$ cat config.mk
export PLATFORM = sky130hd
export DESIGN_NAME = fcg_blend
export DESIGN_NICKNAME = d
export VERILOG_FILES = /design/src/sv/fcg_pkg.sv /design/src/sv/fcg_blend.sv
export SDC_FILE = /design/constraint.sdc
export NUM_CORES = 2
export LEC_CHECK = 0
export BUFFER_PORTS_ARGS = -buffer_cell sky130_fd_sc_hd__buf_4
export CAP_MARGIN = 10
export CELL_PAD_IN_SITES_DETAIL_PLACEMENT = 0
export CELL_PAD_IN_SITES_GLOBAL_PLACEMENT = 2
export CORE_MARGIN = 1.5
export CORE_UTILIZATION = 30
export DETAILED_ROUTE_END_ITERATION = 10
export MAX_ROUTING_LAYER = met4
export PLACE_DENSITY_LB_ADDON = 0.1
export SETUP_SLACK_MARGIN = 0.1
export SYNTH_ARGS = -nofsm -noshare
export SYNTH_HDL_FRONTEND = slang
export SYNTH_SLANG_ARGS = --single-unit
export TNS_END_PERCENT = 100
$ cat constraint.sdc
create_clock -name clk -period 9.42 [get_ports clk]
set_input_delay 1.884 -clock clk [delete_from_list [all_inputs] [get_ports clk]]
set_output_delay 1.884 -clock clk [all_outputs]
set_load 0.03 [all_outputs]
$ cat src/sv/fcg_pkg.sv
// Shared types and constants for the four-corner gradient pixel unit.
// Holds RGB565 channel extraction, corner ordering and register indexes.
// No dependencies.
package fcg_pkg;

	localparam int PIX_W    = 16;   // RGB565 word
	localparam int COORD_W  = 11;   // col / row
	localparam int DIMREG_W = 12;   // image_width / image_height registers
	localparam int CH_N     = 3;    // red, green, blue
	localparam int CH_W     = 6;    // widest channel (green)
	localparam int CH_RB_W  = 5;    // red and blue width
	localparam int CORNER_N = 4;

	// corner order inside corners_t and the weight vector
	localparam int CN_TL = 0;
	localparam int CN_TR = 1;
	localparam int CN_BL = 2;
	localparam int CN_BR = 3;

	// channel order inside the sum and quotient vectors
	localparam int CH_RED   = 0;
	localparam int CH_GREEN = 1;
	localparam int CH_BLUE  = 2;

	typedef enum logic [2:0] {
		REG_TL     = 3'd0,
		REG_TR     = 3'd1,
		REG_BL     = 3'd2,
		REG_BR     = 3'd3,
		REG_WIDTH  = 3'd4,
		REG_HEIGHT = 3'd5
	} reg_idx_t;

	typedef logic [CORNER_N-1:0][PIX_W-1:0] corners_t;
	typedef logic [CH_W-1:0] chan_t;

	// one channel of an RGB565 word, zero-extended to CH_W
	function automatic chan_t chan_of(input logic [PIX_W-1:0] pix, input int ch);
		chan_t c;
		case (ch)
			CH_RED: begin
				c = {1'b0, pix[15:11]};
			end
			CH_GREEN: begin
				c = pix[10:5];
			end
			default: begin
				c = {1'b0, pix[4:0]};
			end
		endcase
		return c;
	endfunction

endpackage

$ cat src/sv/fcg_blend.sv
// Weighted corner sum per color channel (stage 3).
// Depends on fcg_pkg.
module fcg_blend #(
	parameter int DW = 11
) (
	input  logic                                                   clk,
	input  logic                                                   adv,
	input  fcg_pkg::corners_t                                      corners,
	input  logic [fcg_pkg::CORNER_N-1:0][2*DW-1:0]                 wgt,
	input  logic [2*DW-1:0]                                        den,
	output logic [fcg_pkg::CH_N-1:0][2*DW+fcg_pkg::CH_W-1:0]       sum_s3,
	output logic [2*DW-1:0]                                        den_s3
);
	import fcg_pkg::*;

	localparam int PW = 2 * DW;
	localparam int SW = PW + CH_W;

	logic [CH_N-1:0][SW-1:0] sum_d;

	// four small products per channel; the total never exceeds 63 * den
	always_comb begin
		for (int ch = 0; ch < CH_N; ch++) begin
			sum_d[ch] = '0;
			for (int cn = 0; cn < CORNER_N; cn++) begin
				sum_d[ch] = sum_d[ch] + SW'(chan_of(corners[cn], ch)) * SW'(wgt[cn]);
			end
		end
	end

	always_ff @(posedge clk) begin
		if (adv) begin
			sum_s3 <= sum_d;
			den_s3 <= den;
		end
	end

endmodule

==> impl_metrics.env <==
export IMPL_status="completed"
export IMPL_place_congestion=0.835
export IMPL_cts_root_buf="clkbuf_16"
export IMPL_synth_area_top_cells="fa_1 (54%), inv_1 (11%), nand2_1 (7.6%)"
export IMPL_yosysWarningCount=0
export IMPL_cts_made_buffers=9
export IMPL_startpoint_type="input pin"
export IMPL_grt_use_total=0.230
export IMPL_die_area_mm2=0.155
export IMPL_synth_cells=4957
export IMPL_cts_resized=0
export IMPL_slowest_delay_ns=0.67
export IMPL_synth_edf_count=106
export IMPL_io_pins=282
export IMPL_arrival_ns=8.93
export IMPL_core_area_mm2=0.152
export IMPL_die_height_um=394
export IMPL_min_period_ns=8.76
export IMPL_netlist_area_mm2=0.0459
export IMPL_grt_pass1_wl_um=248000
export IMPL_grt_start_max_net_pins=61
export IMPL_worst_path_stages=23
export IMPL_path_cells="buf_4 > nand2_1 > fa_1 > fa_1 > fa_1 > inv_1 > fa_1 > inv_1 > fa_1 > inv_1 > fa_1 > inv_1 > fa_1 > inv_1 > ha_1 > a211oi_1 > nor4_1 > nor3_1 > nand3_1 > a21oi_2 > o31ai_1 > o41ai_1 > xnor2_1"
export IMPL_endpoint="sum_s3[27]"
export IMPL_clockBufferDepth=2
export IMPL_hp_start="den[20]"
export IMPL_cts_hold_buf=0
export IMPL_cp_startpoint="corners[45]"
export IMPL_yosys_area_top_type="fa_1"
export IMPL_crit_family="adder cells"
export IMPL_synth_seq_cells=106
export IMPL_setup_tns_ns=0
export IMPL_syn_area_per_cell_um2=9.26
export IMPL_clock_sinks=106
export IMPL_crit_required_ns=9.58
export IMPL_slowest_stage="nor3_1"
export IMPL_drtIter0Drc=1450
export IMPL_antenna_found_initial=9
export IMPL_die_width_um=394
export IMPL_worst_slew_pin_slew_ns=0.843
export IMPL_hp_class="input pin to flip-flop"
export IMPL_htree_levels=3
export IMPL_clk_pin_slew_worst_paths_ns=0.09
export IMPL_worst_setup_path_type="input pin to flip-flop"
export IMPL_slew_viol_final=0
export IMPL_post_cts_buffers=0
export IMPL_synth_common_cells="inv_1 (1,339), fa_1 (1,232), nand2_1 (927), and2_1 (516), ha_1 (237)"
export IMPL_synthFlopType="edfxtp_1"
export IMPL_drc=0
export IMPL_area_delta_synth_final_pct=9.37
export IMPL_drive_above_1_share=0.0670
export IMPL_start_util=0.302
export IMPL_synth_top_area_frac=0.537
export IMPL_yosysMostFrequentCell="inv_1"
export IMPL_numPortBuffers=281
export IMPL_std_cell_rows=143
export IMPL_yosysUniqueCellTypes=58
export IMPL_wl_per_cell_um=23.8
export IMPL_cts_tree="done"
export IMPL_hpwl_um=145000
export IMPL_detail_route_antenna_nets=0
export IMPL_via_count=31500
export IMPL_slew_headroom=0.438
export IMPL_crit_buf_inv=6
export IMPL_grt_pass1_vias=35300
export IMPL_end_kind="flip-flop"
export IMPL_async_flop_share=0
export IMPL_fillers=16200
export IMPL_via_per_inst=4.45
export IMPL_cpMostUsedCell="fa_1"
export IMPL_path_max_fanout=18
export IMPL_rsz0062_at_grt="no"
export IMPL_routed_wl_um=168000
export IMPL_period_share=0.930
export IMPL_grt_overflow_total=0
export IMPL_setup_viol=0
export IMPL_hold_viol_final=0
export IMPL_max_cap_viol_count=0
export IMPL_ys_seq_area_frac=0.0694
export IMPL_dr_pass1_iters=7
export IMPL_syn_nets=6602
export IMPL_max_clock_freq_ghz=0.114
export IMPL_final_nets=6688
==> placed cells by master (no fill, tap or decap), types with 3 or more instances in the layout <==
master,count
a31oi_1,4
clkbuf_16,9
and3_1,10
o21bai_1,6
edfxtp_1,106
nand2_1,927
nor2b_1,7
or2_2,3
nor3_1,16
xnor2_1,66
buf_4,307
o211ai_1,5
a31o_2,3
o311ai_0,4
a21o_1,16
nor2_1,45
nand3_1,13
nand2b_1,6
a21oi_1,50
o31ai_1,3
nand4_1,6
fa_1,1232
o21a_1,8
a211o_1,3
o21ai_0,29
ha_1,237
and2_1,516
a211oi_1,12
xor2_1,17
inv_1,1339
diode_2,12
==> flip-flops by register name, summed over array words and instances (netlist names) <==
name    cells
den_s3     22
sum_s3     84
==> how the worst min path moves through the flow <==
stage                 end  slack [ns]  cells past startpoint
6_report       den_s3[20]        1.62                      1
5_1_grt         den_s3[7]        1.59                      1
4_1_cts         den_s3[7]        1.58                      1
3_5_place_dp   den_s3[17]        2.06                      1
3_3_place_gp    den_s3[8]        2.06                      1
2_1_floorplan   den_s3[0]        1.98                      0
==> metrics by stage <==
step | utilization | hold slack, ns | cells | cell area, µm² | setup WS, ns
after floorplan | - | 1.98 | 4957 | 45900 | 1.25
after global placement | 0.328 | 2.06 | 7062 | 49900 | 0.278
after detailed placement | 0.328 | 2.06 | 7062 | 49900 | 0.249
after CTS | 0.330 | 1.58 | 7078 | 50200 | 0.724
after global routing | 0.330 | 1.59 | 7085 | 50200 | 0.423
final | 0.330 | 1.62 | 7090 | 50200 | 0.656
==> cells by family after synthesis <==
group / after synthesis / share of synthesized area
buf+inv: 1571 / 0.129
simple gates: 1557 / 0.159
flops: 106 / 0.0694
fa+ha+maj: 1469 / 0.602
compound gates: 170 / 0.0254
mux: 1 / 0.000218
xor+xnor: 83 / 0.0158
==> layer usage <==
layer / vias to the layer above / wire [µm] / track usage
li1: 14200 / - / -
met1: 16700 / 63800 / 0.258
met2: 531 / 94300 / 0.428
met3: 130 / 3940 / 0.0181
met4: 0 / 6380 / 0.0753
met5: - / 0 / -
==> area by class of cell <==
type | count | area (µm²) | share of cell area
timing repair buffer | 307 | 2300 | 0.0459
antenna | 12 | 30.0 | 0.000598
multi-input combinational | 3280 | 36800 | 0.733
clock inverter | 6 | 70.1 | 0.00140
sequential | 106 | 3180 | 0.0634
clock buffer | 10 | 229 | 0.00456
tap | 2030 | 2540 | 0.0506
inverter | 1339 | 5030 | 0.100
Power is not shown: default switching activity piles up to over one toggle a cycle in this logic, so the estimate is an artifact.
