File: src/sv/fcg_pkg.sv
// Shared types and constants for the four-corner gradient pixel unit.
// Holds RGB565 channel extraction, corner ordering and register indexes.
// No dependencies.
package fcg_pkg;

	localparam int PIX_W    = 16;   // RGB565 word
	localparam int COORD_W  = 11;   // col / row
	localparam int DIMREG_W = 12;   // image_width / image_height registers
	localparam int CH_N     = 3;    // red, green, blue
	localparam int CH_W     = 6;    // widest channel (green)
	localparam int CH_RB_W  = 5;    // red and blue width
	localparam int CORNER_N = 4;

	// corner order inside corners_t and the weight vector
	localparam int CN_TL = 0;
	localparam int CN_TR = 1;
	localparam int CN_BL = 2;
	localparam int CN_BR = 3;

	// channel order inside the sum and quotient vectors
	localparam int CH_RED   = 0;
	localparam int CH_GREEN = 1;
	localparam int CH_BLUE  = 2;

	typedef enum logic [2:0] {
		REG_TL     = 3'd0,
		REG_TR     = 3'd1,
		REG_BL     = 3'd2,
		REG_BR     = 3'd3,
		REG_WIDTH  = 3'd4,
		REG_HEIGHT = 3'd5
	} reg_idx_t;

	typedef logic [CORNER_N-1:0][PIX_W-1:0] corners_t;
	typedef logic [CH_W-1:0] chan_t;

	// one channel of an RGB565 word, zero-extended to CH_W
	function automatic chan_t chan_of(input logic [PIX_W-1:0] pix, input int ch);
		chan_t c;
		case (ch)
			CH_RED: begin
				c = {1'b0, pix[15:11]};
			end
			CH_GREEN: begin
				c = pix[10:5];
			end
			default: begin
				c = {1'b0, pix[4:0]};
			end
		endcase
		return c;
	endfunction

endpackage

File: src/sv/fcg_div.sv
// Pipelined restoring divider, one quotient bit per stage, all channels in parallel.
// Quotient is below 2**CH_W since each sum is at most the channel max times den.
// Depends on fcg_pkg.
module fcg_div #(
	parameter int DW = 11
) (
	input  logic                                                   clk,
	input  logic [fcg_pkg::CH_W-1:0]                               adv,
	input  logic [fcg_pkg::CH_N-1:0][2*DW+fcg_pkg::CH_W-1:0]       sum,
	input  logic [2*DW-1:0]                                        den,
	output logic [fcg_pkg::CH_N-1:0][fcg_pkg::CH_W-1:0]            quo
);
	import fcg_pkg::*;

	localparam int PW = 2 * DW;
	localparam int SW = PW + CH_W;

	logic [CH_N-1:0][SW-1:0]   rem_s [0:CH_W-2];
	logic [PW-1:0]             den_s [0:CH_W-2];
	logic [CH_N-1:0][CH_W-1:0] q_s   [0:CH_W-1];

	for (genvar k = 0; k < CH_W; k++) begin : g_bit
		localparam int B = CH_W - 1 - k;

		logic [CH_N-1:0][SW-1:0]   rem_in;
		logic [CH_N-1:0][CH_W-1:0] q_in;
		logic [CH_N-1:0][CH_W-1:0] q_d;
		logic [CH_N-1:0]           ge;
		logic [PW-1:0]             den_in;
		logic [SW-1:0]             den_sh;

		if (k == 0) begin : g_head
			assign rem_in = sum;
			assign q_in   = '0;
			assign den_in = den;
		end else begin : g_body
			assign rem_in = rem_s[k-1];
			assign q_in   = q_s[k-1];
			assign den_in = den_s[k-1];
		end

		assign den_sh = SW'(den_in) << B;

		// trial compare and quotient bit, MSB first
		always_comb begin
			for (int ch = 0; ch < CH_N; ch++) begin
				ge[ch]  = (rem_in[ch] >= den_sh);
				q_d[ch] = {q_in[ch][CH_W-2:0], ge[ch]};
			end
		end

		always_ff @(posedge clk) begin
			if (adv[k]) begin
				q_s[k] <= q_d;
			end
		end

		// partial remainder only goes on where another bit follows
		if (k < CH_W - 1) begin : g_carry
			logic [CH_N-1:0][SW-1:0] rem_d;

			always_comb begin
				for (int ch = 0; ch < CH_N; ch++) begin
					rem_d[ch] = ge[ch] ? (rem_in[ch] - den_sh) : rem_in[ch];
				end
			end

			always_ff @(posedge clk) begin
				if (adv[k]) begin
					rem_s[k] <= rem_d;
					den_s[k] <= den_in;
				end
			end
		end
	end

	assign quo = q_s[CH_W-1];

endmodule

File: config.mk
export PLATFORM = sky130hd
export DESIGN_NAME = fcg_div
export DESIGN_NICKNAME = d
export VERILOG_FILES = /design/src/sv/fcg_pkg.sv /design/src/sv/fcg_div.sv
export SDC_FILE = /design/constraint.sdc
export NUM_CORES = 2
export LEC_CHECK = 0
export BUFFER_PORTS_ARGS = -buffer_cell sky130_fd_sc_hd__buf_4
export CAP_MARGIN = 20
export CORE_AREA = 4 4 272 274
export DETAILED_ROUTE_END_ITERATION = 16
export DIE_AREA = 0 0 276 278
export GPL_TIMING_DRIVEN = 0
export PLACE_DENSITY = 0.82
export SETUP_SLACK_MARGIN = 0.5
export SLEW_MARGIN = 20
export SYNTH_ARGS = -nofsm -noshare
export SYNTH_HDL_FRONTEND = slang
export SYNTH_SLANG_ARGS = --single-unit
File: constraint.sdc
create_clock -name clk -period 3.55 [get_ports clk]
set_input_delay 0.1775 -clock clk [delete_from_list [all_inputs] [get_ports clk]]
set_output_delay 0.1775 -clock clk [all_outputs]
set_load 0.05 [all_outputs]
==> impl_metrics.env <==
export IMPL_status="finished, final reports clean"
export IMPL_p_leak_nw=20.6
export IMPL_cts_buffer_depth=3
export IMPL_synth_area_sq_um=40400
export IMPL_synth_seq_cells=593
export IMPL_min_period_ps=3360
export IMPL_hpwl_mm=92.0
export IMPL_synth_area_top_cells="edfxtp_1 (44%), ha_1 (12%), a21oi_1 (5.1%)"
export IMPL_slew_viol_final=0
export IMPL_dieArea_sq_um=76700
export IMPL_dp_cells=5021
export IMPL_drive_above_1_share_pct=24.9
export IMPL_path_class="register to register"
export IMPL_layout_core_utilization_pct=72.3
export IMPL_insertion_delay_ps=640
export IMPL_max_freq_ghz=0.297
export IMPL_avgSynthCellArea_sq_um=10.3
export IMPL_placement_io_buffers=130
export IMPL_antenna_found_initial=0
export IMPL_synth_top_area_share_pct=44.1
export IMPL_drt_iter0_markers=3166
export IMPL_routed_via_count=33650
export IMPL_arrival_ps=3730
export IMPL_netlist_top_cells_count="edfxtp_1 (593), a21oi_1 (410), ha_1 (396)"
export IMPL_grt_pass1_wl_mm=178
export IMPL_slowest_stage="a221o_1"
export IMPL_critPathMaxFanout=4
export IMPL_grt_max_degree=119
export IMPL_routed_wl_mm=128
export IMPL_synth_top_flop_cell="edfxtp_1"
export IMPL_synth_cell_types=101
export IMPL_floorplan_initialDensity_pct=56.6
export IMPL_wl_per_cell_um=23.5
export IMPL_grt_pass1_vias=32212
export IMPL_async_reset_ff_share_pct=0
export IMPL_die_y_um=278
export IMPL_startpoint_type="register"
export IMPL_path_cells="inv_1 -> ha_4 -> inv_2 -> fa_2 -> a211o_1 -> o211ai_1 -> a21oi_2 -> a221o_1 -> o2111ai_2 -> buf_4 -> a21oi_4 -> o21ai_2 -> nor3b_4 -> xor2_1"
export IMPL_post_route_drc_count=0
export IMPL_overflow=0
export IMPL_setup_viol=0
export IMPL_slew_headroom_pct=28.3
export IMPL_num_nets_final=4978
export IMPL_power_mw=38.2
export IMPL_yosys_warnings=0
export IMPL_gp_congestion=1.00
export IMPL_min_path_type="primary input to register"
export IMPL_die_w_um=276
export IMPL_cts_buffers=60
export IMPL_rrSetupSlack_ps=190
export IMPL_ios=131
export IMPL_rsz0062_at_grt="true"
export IMPL_firstDrtPassIters=6
export IMPL_power_density_nw_per_um2=741
export IMPL_skew_ps=33.4
export IMPL_tightest_slew_ps=1080
export IMPL_fin_cells=5455
export IMPL_ir_drop_v=0.000437
export IMPL_clkSinkCount=593
export IMPL_critPathCapture="rem_s[0][387]"
export IMPL_area_growth_pct=27.7
export IMPL_htreeDepth=2
export IMPL_worst_path_largest_cell_delay_ps=460
export IMPL_r2r_cells=14
export IMPL_maxCapViolCount=0
export IMPL_syn_nets=4463
export IMPL_clockRootBuffer="clkbuf_16"
export IMPL_synth_top_area_cell="edfxtp_1"
export IMPL_track_usage_pct=29.5
export IMPL_critical_path_startpoint="rem_s[0][281]"
export IMPL_viasPerCell=6.17
export IMPL_ys_seq_area_share_pct=44.1
export IMPL_diodes=0
export IMPL_clk_pin_slew_worst_paths_ps=60
export IMPL_cts_tree="done"
export IMPL_num_rows=98
export IMPL_core_sq_um=71400
export IMPL_finalCritPeriodShare_pct=94.7
export IMPL_timing_rr_end="rem_s[0][387]"
export IMPL_synth_edff_count=593
export IMPL_r2r_start="rem_s[0][281]"
export IMPL_syn_instance_count=3939
export IMPL_cp_end_kind="register"
export IMPL_tns_ps=0
export IMPL_hold_violations=0
export IMPL_yosysMostFrequentCell="edfxtp_1"
export IMPL_ant_nets=0
export IMPL_required_ps=3920
export IMPL_nFillCells=4880
cell usage in the layout, fill, tap and decap left out, types with 46 or more instances in the layout:
cell type,instances
a21o_1,132
a21oi_1,349
nor2_1,264
xnor2_1,191
ha_4,51
xor2_1,118
inv_1,209
clkbuf_16,81
nand3_1,60
nand2_1,255
nor3_1,48
ha_1,327
dlygate4sd3_1,107
buf_4,287
o21ai_0,179
a21oi_2,48
o21ai_2,69
edfxtp_1,593
mux2_2,46
nand2b_1,51
registers in the layout (all words and copies together), names as in the netlist:
| name | cells |
|---|---|
| rem_s | 420 |
| den_s | 110 |
| q_s | 63 |
worst max-delay path: cells and delay by family, from the launching register on:
kind	cells	cell delay (ps)
AO/OA/AOI/OAI	7	1450
XOR/XNOR	1	90
adder cells (fa/ha/maj)	2	550
buffers and inverters	3	350
flip-flops	1	450
AND/OR/NAND/NOR	1	210
cells by family (layout without fill, tap and decap cells):
family | after synthesis | count (layout) | synth area share (%)
and+or+nand+nor | 1000 | 1000 | 11.7
muxes | 91 | 91 | 2.50
adders and majority gates | 411 | 411 | 13.0
buffers and inverters | 341 | 907 | 3.31
AOI/OAI and AO/OA | 1187 | 1187 | 18.5
xor gates and xnor gates | 316 | 316 | 6.85
DFF | 593 | 593 | 44.1
routing by layer:
metal	vias to the layer above	part of all wire (%)	GRT usage, %
met1	15885	37	34.4
met2	1554	48	51.0
met4	0	9.7	22.0
met3	496	5.3	2.84
li1	15715	-	-
met5	-	0	0
per-stage QoR:
| step | setup slack [ps] | hold WS, ps | cell area, sq um |
|---|---|---|---|
| floorplan | 528 | 276 | 40400 |
| global placement | -1220 | 364 | 42600 |
| detailed placement | -1250 | 366 | 42600 |
| CTS | 238 | 1.54 | 47500 |
| global route | 84.6 | 33.9 | 51600 |
| finish | 187 | 30.5 | 51600 |
worst min-delay path by stage:
| stage | cells past startpoint | startpoint | end |
|---|---|---|---|
| 2_1_floorplan | 0 | den[0] | den_s[0][0] |
| 5_1_grt | 3 | sum[24] | rem_s[0][24] |
| 3_3_place_gp | 1 | sum[29] | rem_s[0][29] |
| 6_report | 3 | sum[24] | rem_s[0][24] |
| 4_1_cts | 3 | sum[24] | rem_s[0][24] |
| 3_5_place_dp | 1 | sum[28] | rem_s[0][28] |
timing repair:
action | CTS | global route
endpoints found under the setup margin | 354 | 351
hold buffers | 107 | 0
gates resized for setup | 275 | 754
setup buffers | 76 | 117
gates cloned | 2 | 19
endpoints found under the hold margin | 159 | 0
pin swaps | 87 | 208
report_power, final:
group          switching, mW  leakage, nW  internal [mW]  total, mW
combinational           10.8         13.9           8.78       19.6
clock                   2.80        0.979           3.76       6.56
sequential              1.47         5.76           10.6       12.1
cell type report:
type,instances,area (sq um),share of cell area (%)
multi-input cells,3005,24400,47.4
well taps,950,1190,2.31
flip-flops and latches,593,17800,34.5
repair buffers,453,4170,8.09
inverters,253,980,1.90
plain buffers,88,943,1.83
clock buffers,67,1550,3.00
clock inverters,46,494,0.958
No activity file was read; power rests on OpenSTA's default activity.
