--- config.mk ---
export PLATFORM = sky130hd
export DESIGN_NAME = fcg_weight
export DESIGN_NICKNAME = d
export VERILOG_FILES = /design/src/sv/fcg_pkg.sv /design/src/sv/fcg_weight.sv
export SDC_FILE = /design/constraint.sdc
export NUM_CORES = 2
export LEC_CHECK = 0
export ABC_AREA = 0
export BUFFER_PORTS_ARGS = -buffer_cell sky130_fd_sc_hd__buf_4
export CAP_MARGIN = 20
export CELL_PAD_IN_SITES_DETAIL_PLACEMENT = 2
export CELL_PAD_IN_SITES_GLOBAL_PLACEMENT = 2
export CORE_UTILIZATION = 37
export DETAILED_ROUTE_END_ITERATION = 7
export GPL_TIMING_DRIVEN = 0
export PLACE_DENSITY_LB_ADDON = 0.08
export REMOVE_ABC_BUFFERS = 1
export SLEW_MARGIN = 10
export SYNTH_ARGS = -nofsm -noshare
export SYNTH_HDL_FRONTEND = slang
export SYNTH_SLANG_ARGS = --single-unit
--- constraint.sdc ---
create_clock -name clk -period 5 [get_ports clk]
set_clock_uncertainty 0.2 [all_clocks]
set_input_delay 0.75 -clock clk [delete_from_list [all_inputs] [get_ports clk]]
set_output_delay 0.75 -clock clk [all_outputs]
set_load 0.005 [all_outputs]
--- src/sv/fcg_pkg.sv ---
// Shared types and constants for the four-corner gradient pixel unit.
// Holds RGB565 channel extraction, corner ordering and register indexes.
// No dependencies.
package fcg_pkg;

	localparam int PIX_W    = 16;   // RGB565 word
	localparam int COORD_W  = 11;   // col / row
	localparam int DIMREG_W = 12;   // image_width / image_height registers
	localparam int CH_N     = 3;    // red, green, blue
	localparam int CH_W     = 6;    // widest channel (green)
	localparam int CH_RB_W  = 5;    // red and blue width
	localparam int CORNER_N = 4;

	// corner order inside corners_t and the weight vector
	localparam int CN_TL = 0;
	localparam int CN_TR = 1;
	localparam int CN_BL = 2;
	localparam int CN_BR = 3;

	// channel order inside the sum and quotient vectors
	localparam int CH_RED   = 0;
	localparam int CH_GREEN = 1;
	localparam int CH_BLUE  = 2;

	typedef enum logic [2:0] {
		REG_TL     = 3'd0,
		REG_TR     = 3'd1,
		REG_BL     = 3'd2,
		REG_BR     = 3'd3,
		REG_WIDTH  = 3'd4,
		REG_HEIGHT = 3'd5
	} reg_idx_t;

	typedef logic [CORNER_N-1:0][PIX_W-1:0] corners_t;
	typedef logic [CH_W-1:0] chan_t;

	// one channel of an RGB565 word, zero-extended to CH_W
	function automatic chan_t chan_of(input logic [PIX_W-1:0] pix, input int ch);
		chan_t c;
		case (ch)
			CH_RED: begin
				c = {1'b0, pix[15:11]};
			end
			CH_GREEN: begin
				c = pix[10:5];
			end
			default: begin
				c = {1'b0, pix[4:0]};
			end
		endcase
		return c;
	endfunction

endpackage

--- src/sv/fcg_weight.sv ---
// Coordinate clamp (stage 1) and bilinear corner weights (stage 2).
// Depends on fcg_pkg.
module fcg_weight #(
	parameter int DW = 11
) (
	input  logic                                      clk,
	input  logic [1:0]                                adv,
	input  logic [fcg_pkg::COORD_W-1:0]               col,
	input  logic [fcg_pkg::COORD_W-1:0]               row,
	input  logic [DW-1:0]                             w1,
	input  logic [DW-1:0]                             h1,
	output logic [fcg_pkg::CORNER_N-1:0][2*DW-1:0]    wgt_s2,
	output logic [2*DW-1:0]                           den_s2
);
	import fcg_pkg::*;

	localparam int PW = 2 * DW;
	localparam int XW = (DW > COORD_W) ? DW : COORD_W;

	logic [DW-1:0] x_d;
	logic [DW-1:0] y_d;
	logic [DW-1:0] x_s1;
	logic [DW-1:0] y_s1;
	logic [DW-1:0] xr_s1;
	logic [DW-1:0] yr_s1;
	logic [DW-1:0] w1_s1;
	logic [DW-1:0] h1_s1;

	// saturate coordinates to the last column / row
	always_comb begin
		x_d = (XW'(col) > XW'(w1)) ? w1 : DW'(col);
		y_d = (XW'(row) > XW'(h1)) ? h1 : DW'(row);
	end

	// stage 1: clamped coordinates and their distances to the far edge
	always_ff @(posedge clk) begin
		if (adv[0]) begin
			x_s1  <= x_d;
			y_s1  <= y_d;
			xr_s1 <= w1 - x_d;
			yr_s1 <= h1 - y_d;
			w1_s1 <= w1;
			h1_s1 <= h1;
		end
	end

	// stage 2: area weights of the four corners and the common divisor
	always_ff @(posedge clk) begin
		if (adv[1]) begin
			wgt_s2[CN_TL] <= PW'(xr_s1) * PW'(yr_s1);
			wgt_s2[CN_TR] <= PW'(x_s1) * PW'(yr_s1);
			wgt_s2[CN_BL] <= PW'(xr_s1) * PW'(y_s1);
			wgt_s2[CN_BR] <= PW'(x_s1) * PW'(y_s1);
			den_s2        <= PW'(w1_s1) * PW'(h1_s1);
		end
	end

endmodule

==> impl_metrics.sql <==
INSERT INTO impl_metrics (metric_group, metric, value, unit) VALUES
('sta', 'layout_setup_ws', '-0.676', 'ns'),
('die', 'die_area', '75100', 'um^2'),
('yosys', 'synth.lib_cells_used.distinct', '62', ''),
('hold_path', 'timing.hold.worst.class', 'input port to flop', ''),
('layout', 'layout_cell_share_with_drive_strength_beyond_1', '0.266', ''),
('setup_path', 'critical_path.cell_chain', 'buf_4, buf_6, nand2_1, fa_1, inv_1, ha_1, fa_1, inv_1, fa_1, inv_1, fa_1, ha_4, o21ai_1, a21o_1, a211o_4, a2111oi_4, o22ai_2, xnor2_1', ''),
('yosys', 'ys.warnings.count', '0', ''),
('place', 'dpl.hpwl', '59.0', 'mm'),
('sta', 'final_max_slew_viol_count', '0', ''),
('layout', 'syn_to_final_growth', '30.2', '%'),
('layout', 'layout.nets', '4031', ''),
('setup_path', 'cp.arrival', '5.74', 'ns'),
('clock_network', 'clockBufferDepth', '2', ''),
('die', 'rows', '99', ''),
('yosys', 'number_of_flops_mapped_to_enable_cells_by_yosys', '176', ''),
('global_route', 'antenna_found_initial', '17', ''),
('drt', 'vias', '22330', ''),
('yosys', 'synthFlopType', 'edfxtp_1', ''),
('drt', 'wl_per_cell', '25.7', 'um'),
('drt', 'drt.antenna.violating_nets', '0', ''),
('yosys', 'synth_area', '27400', 'um^2'),
('die', 'floorplan.initialDensity', '0.375', ''),
('run', 'drv.max_cap_violation_count', '0', ''),
('yosys', 'ys_ff_latch', '176', ''),
('drt', 'drt_wl_total', '108', 'mm'),
('layout', 'fin_util', '0.488', ''),
('clock_network', 'numClockSinks', '176', ''),
('layout', 'final_design_area_no_fill', '35700', 'um^2'),
('clock_network', 'clock_insertion_delay_worst_skew', '0.53', 'ns'),
('setup_path', 'cp_common_cell', 'fa_1', ''),
('setup_path', 'timing.critical_path.max_delay_family', 'adder cells', ''),
('setup_path', 'worstPathBufferInverterCount', '5', ''),
('place', 'preCtsSetupSlack', '-1.43', 'ns'),
('yosys', 'synthMostInstantiatedCell', 'inv_1', ''),
('sta', 'post-route-period-util', '1.14', ''),
('setup_path', 'worst_path_largest_cell_delay', '0.57', 'ns'),
('global_route', 'groute.usage.overall', '0.282', ''),
('clock_network', 'cts_tree', 'yes', ''),
('setup_path', 'worst_path_max_delay_cell', 'fa_1', ''),
('drt', 'first_iter_violations', '909', ''),
('setup_path', 'timing.critical_path.to_type', 'flop', ''),
('place', 'dpl_cell_area', '29400', 'um^2'),
('sta', 'hold_viol_final', '0', ''),
('yosys', 'postSynth.asyncResetShare', '0', ''),
('clock_network', 'postCtsHoldBufs', '0', ''),
('die', 'die_h', '274', 'um'),
('sta', 'tightest_slew', '0.985', 'ns'),
('die', 'design.core.area', '73100', 'um^2'),
('die', 'ios', '157', ''),
('clock_network', 'cts_inserted_buffers', '17', ''),
('sta', 'maxClockFrequency', '176', 'MHz'),
('die', 'chipWidth', '274', 'um'),
('yosys', 'netlist_instances', '2827', ''),
('clock_network', 'clk_root_buffer_cell', 'clkbuf_16', ''),
('clock_network', 'clock_pin_slew_of_the_registers_on_the_worst_case_setup_and_hold_paths', '0.10', 'ns'),
('place', 'finalWeightedCongestion', '0.818', ''),
('sta', 'slew-limit-headroom', '0.343', ''),
('drt', 'detailedRoute.firstPassIterationCount', '7', ''),
('yosys', 'synth_common_cells', 'inv_1, fa_1, ha_1', ''),
('global_route', 'first_global_vias', '26164', ''),
('global_route', 'grt_start_max_net_pins', '74', ''),
('sta', 'finalWorstPathRequiredPeriod', '5.68', 'ns'),
('setup_path', 'cp.required', '5.06', 'ns'),
('yosys', 'synth_top_cells_by_area', 'fa_1, edfxtp_1, ha_1', ''),
('setup_path', 'worst-path-max-fanout', '11', ''),
('sta', 'setup_viol_count_final', '54', ''),
('drt', 'drc_errors', '32', ''),
('sta', 'setup_repair_after_global_routing_missed_its_margin', 'true', ''),
('outcome', 'failed_checks', 'design-rule violations, negative setup slack', ''),
('setup_path', 'critical_path_class', 'flop to flop', ''),
('yosys', 'cell_type_contributing_the_most_total_cell_area_after_synthesis', 'fa_1', ''),
('setup_path', 'worst_setup_path_start_kind', 'flop', ''),
('global_route', 'grt_first_pass_wirelength', '158', 'mm'),
('layout', 'n_fill_cell', '7507', ''),
('place', 'portBuffers', '156', ''),
('outcome', 'status', 'complete, but fails checks', ''),
('yosys', 'synth-seq-area-share', '0.193', ''),
('yosys', 'synth_top_area_share', '0.294', ''),
('drt', 'post_detailed_route_via_to_cell_ratio', '5.30', ''),
('clock_network', 'h-tree-depth', '4', ''),
('yosys', 'syn-mean-instance-area', '9.68', 'um^2'),
('global_route', 'globalRoute.totalOverflow', '0', '');
[path summary, 6_finish.rpt]
path	depth (start not counted)	to	from	slack [ns]
worst min-delay path	1	h1_s1[4]	h1[4]	0.25
worst max-delay path	18	wgt_s2[65]	y_s1[3]	-0.68
worst min register to register	1	den_s2[0]	h1_s1[0]	0.78
worst max register to register	18	wgt_s2[65]	y_s1[3]	-0.68
[layer usage]
layer | up-vias | routed length (um) | GRT usage
li1 | 9692 | - | -
met1 | 11800 | 42200 | 0.330
met2 | 577 | 56200 | 0.511
met3 | 249 | 5250 | 0.0513
met4 | 12 | 4590 | 0.0999
met5 | - | 81 | 0
[layout make-up]
type                            count  area [um^2]  area share
Timing Repair Buffer              510         5020       0.141
Multi-Input combinational cell   1961        21400       0.600
Sequential cell                   176         5290       0.148
Antenna cell                        5         12.5    0.000351
Clock buffer                       19          433      0.0121
Inverter                          574         2150      0.0604
Clock inverter                     12          148     0.00414
Tap cell                          959         1200      0.0337
[logic make-up (layout without fill, tap and decap cells)]
group,count (synthesis),in the layout,synth area share
xor gates and xnor gates,90,90,0.0288
adders and majority gates,744,744,0.450
buffers and inverters,690,1115,0.0949
AOI/OAI and AO/OA,265,265,0.0659
muxes,42,42,0.0163
and+or+nand+nor,820,820,0.151
DFF,176,176,0.193
other,0,5,0
[placed cells by master, fill, tap and decap left out, drive strengths merged, types with 3 or more instances in the layout]
master	netlist	final
diode	0	5
mux2i	21	21
o21bai	9	9
mux2	21	21
clkinvlp	0	4
a21o	38	38
nor3	15	15
nand4	11	11
a311oi	3	3
o311ai	3	3
o21a	18	18
a31oi	10	10
xor2	16	16
nor2	71	71
o41ai	3	3
and2	331	331
clkbuf	113	21
nand2b	14	14
nor2b	19	19
and3	7	7
a21boi	8	8
a211o	6	6
o21ai	48	48
a2111oi	4	4
edfxtp	176	176
o2111ai	3	3
xnor2	74	74
or2	3	3
a221oi	6	6
a211oi	10	10
nand2	315	315
o211ai	5	5
a21oi	70	70
nand3	20	20
fa	402	402
or3	7	7
ha	342	342
o31ai	10	10
buf	3	506
inv	574	580
[registers in the layout, summed over array words and instances (netlist names)]
signal	cells
wgt_s2	88
den_s2	22
h1_s1	11
w1_s1	11
x_s1	11
xr_s1	11
y_s1	11
yr_s1	11
[through the flow]
step / std cells / hold slack (ns) / setup TNS (ns)
floorplan: 2711 / 0.450 / -3.05
global placement: 3826 / 0.702 / -47.81
detailed placement: 3830 / 0.713 / -54.13
CTS: 4149 / 0.217 / -11.20
global route: 4213 / 0.236 / -26.20
finish: 4216 / 0.250 / -19.51
[timing repair]
action                                  in CTS  in global routing
endpoints found under the setup margin      65                 59
hold endpoints to repair                     0                  0
gates cloned                                 2                  2
buffers inserted                           289                 66
pin swaps                                  185                147
resized for setup                          283                208
Power is not shown: default switching activity piles up to over one toggle a cycle in this logic, so the estimate is an artifact.
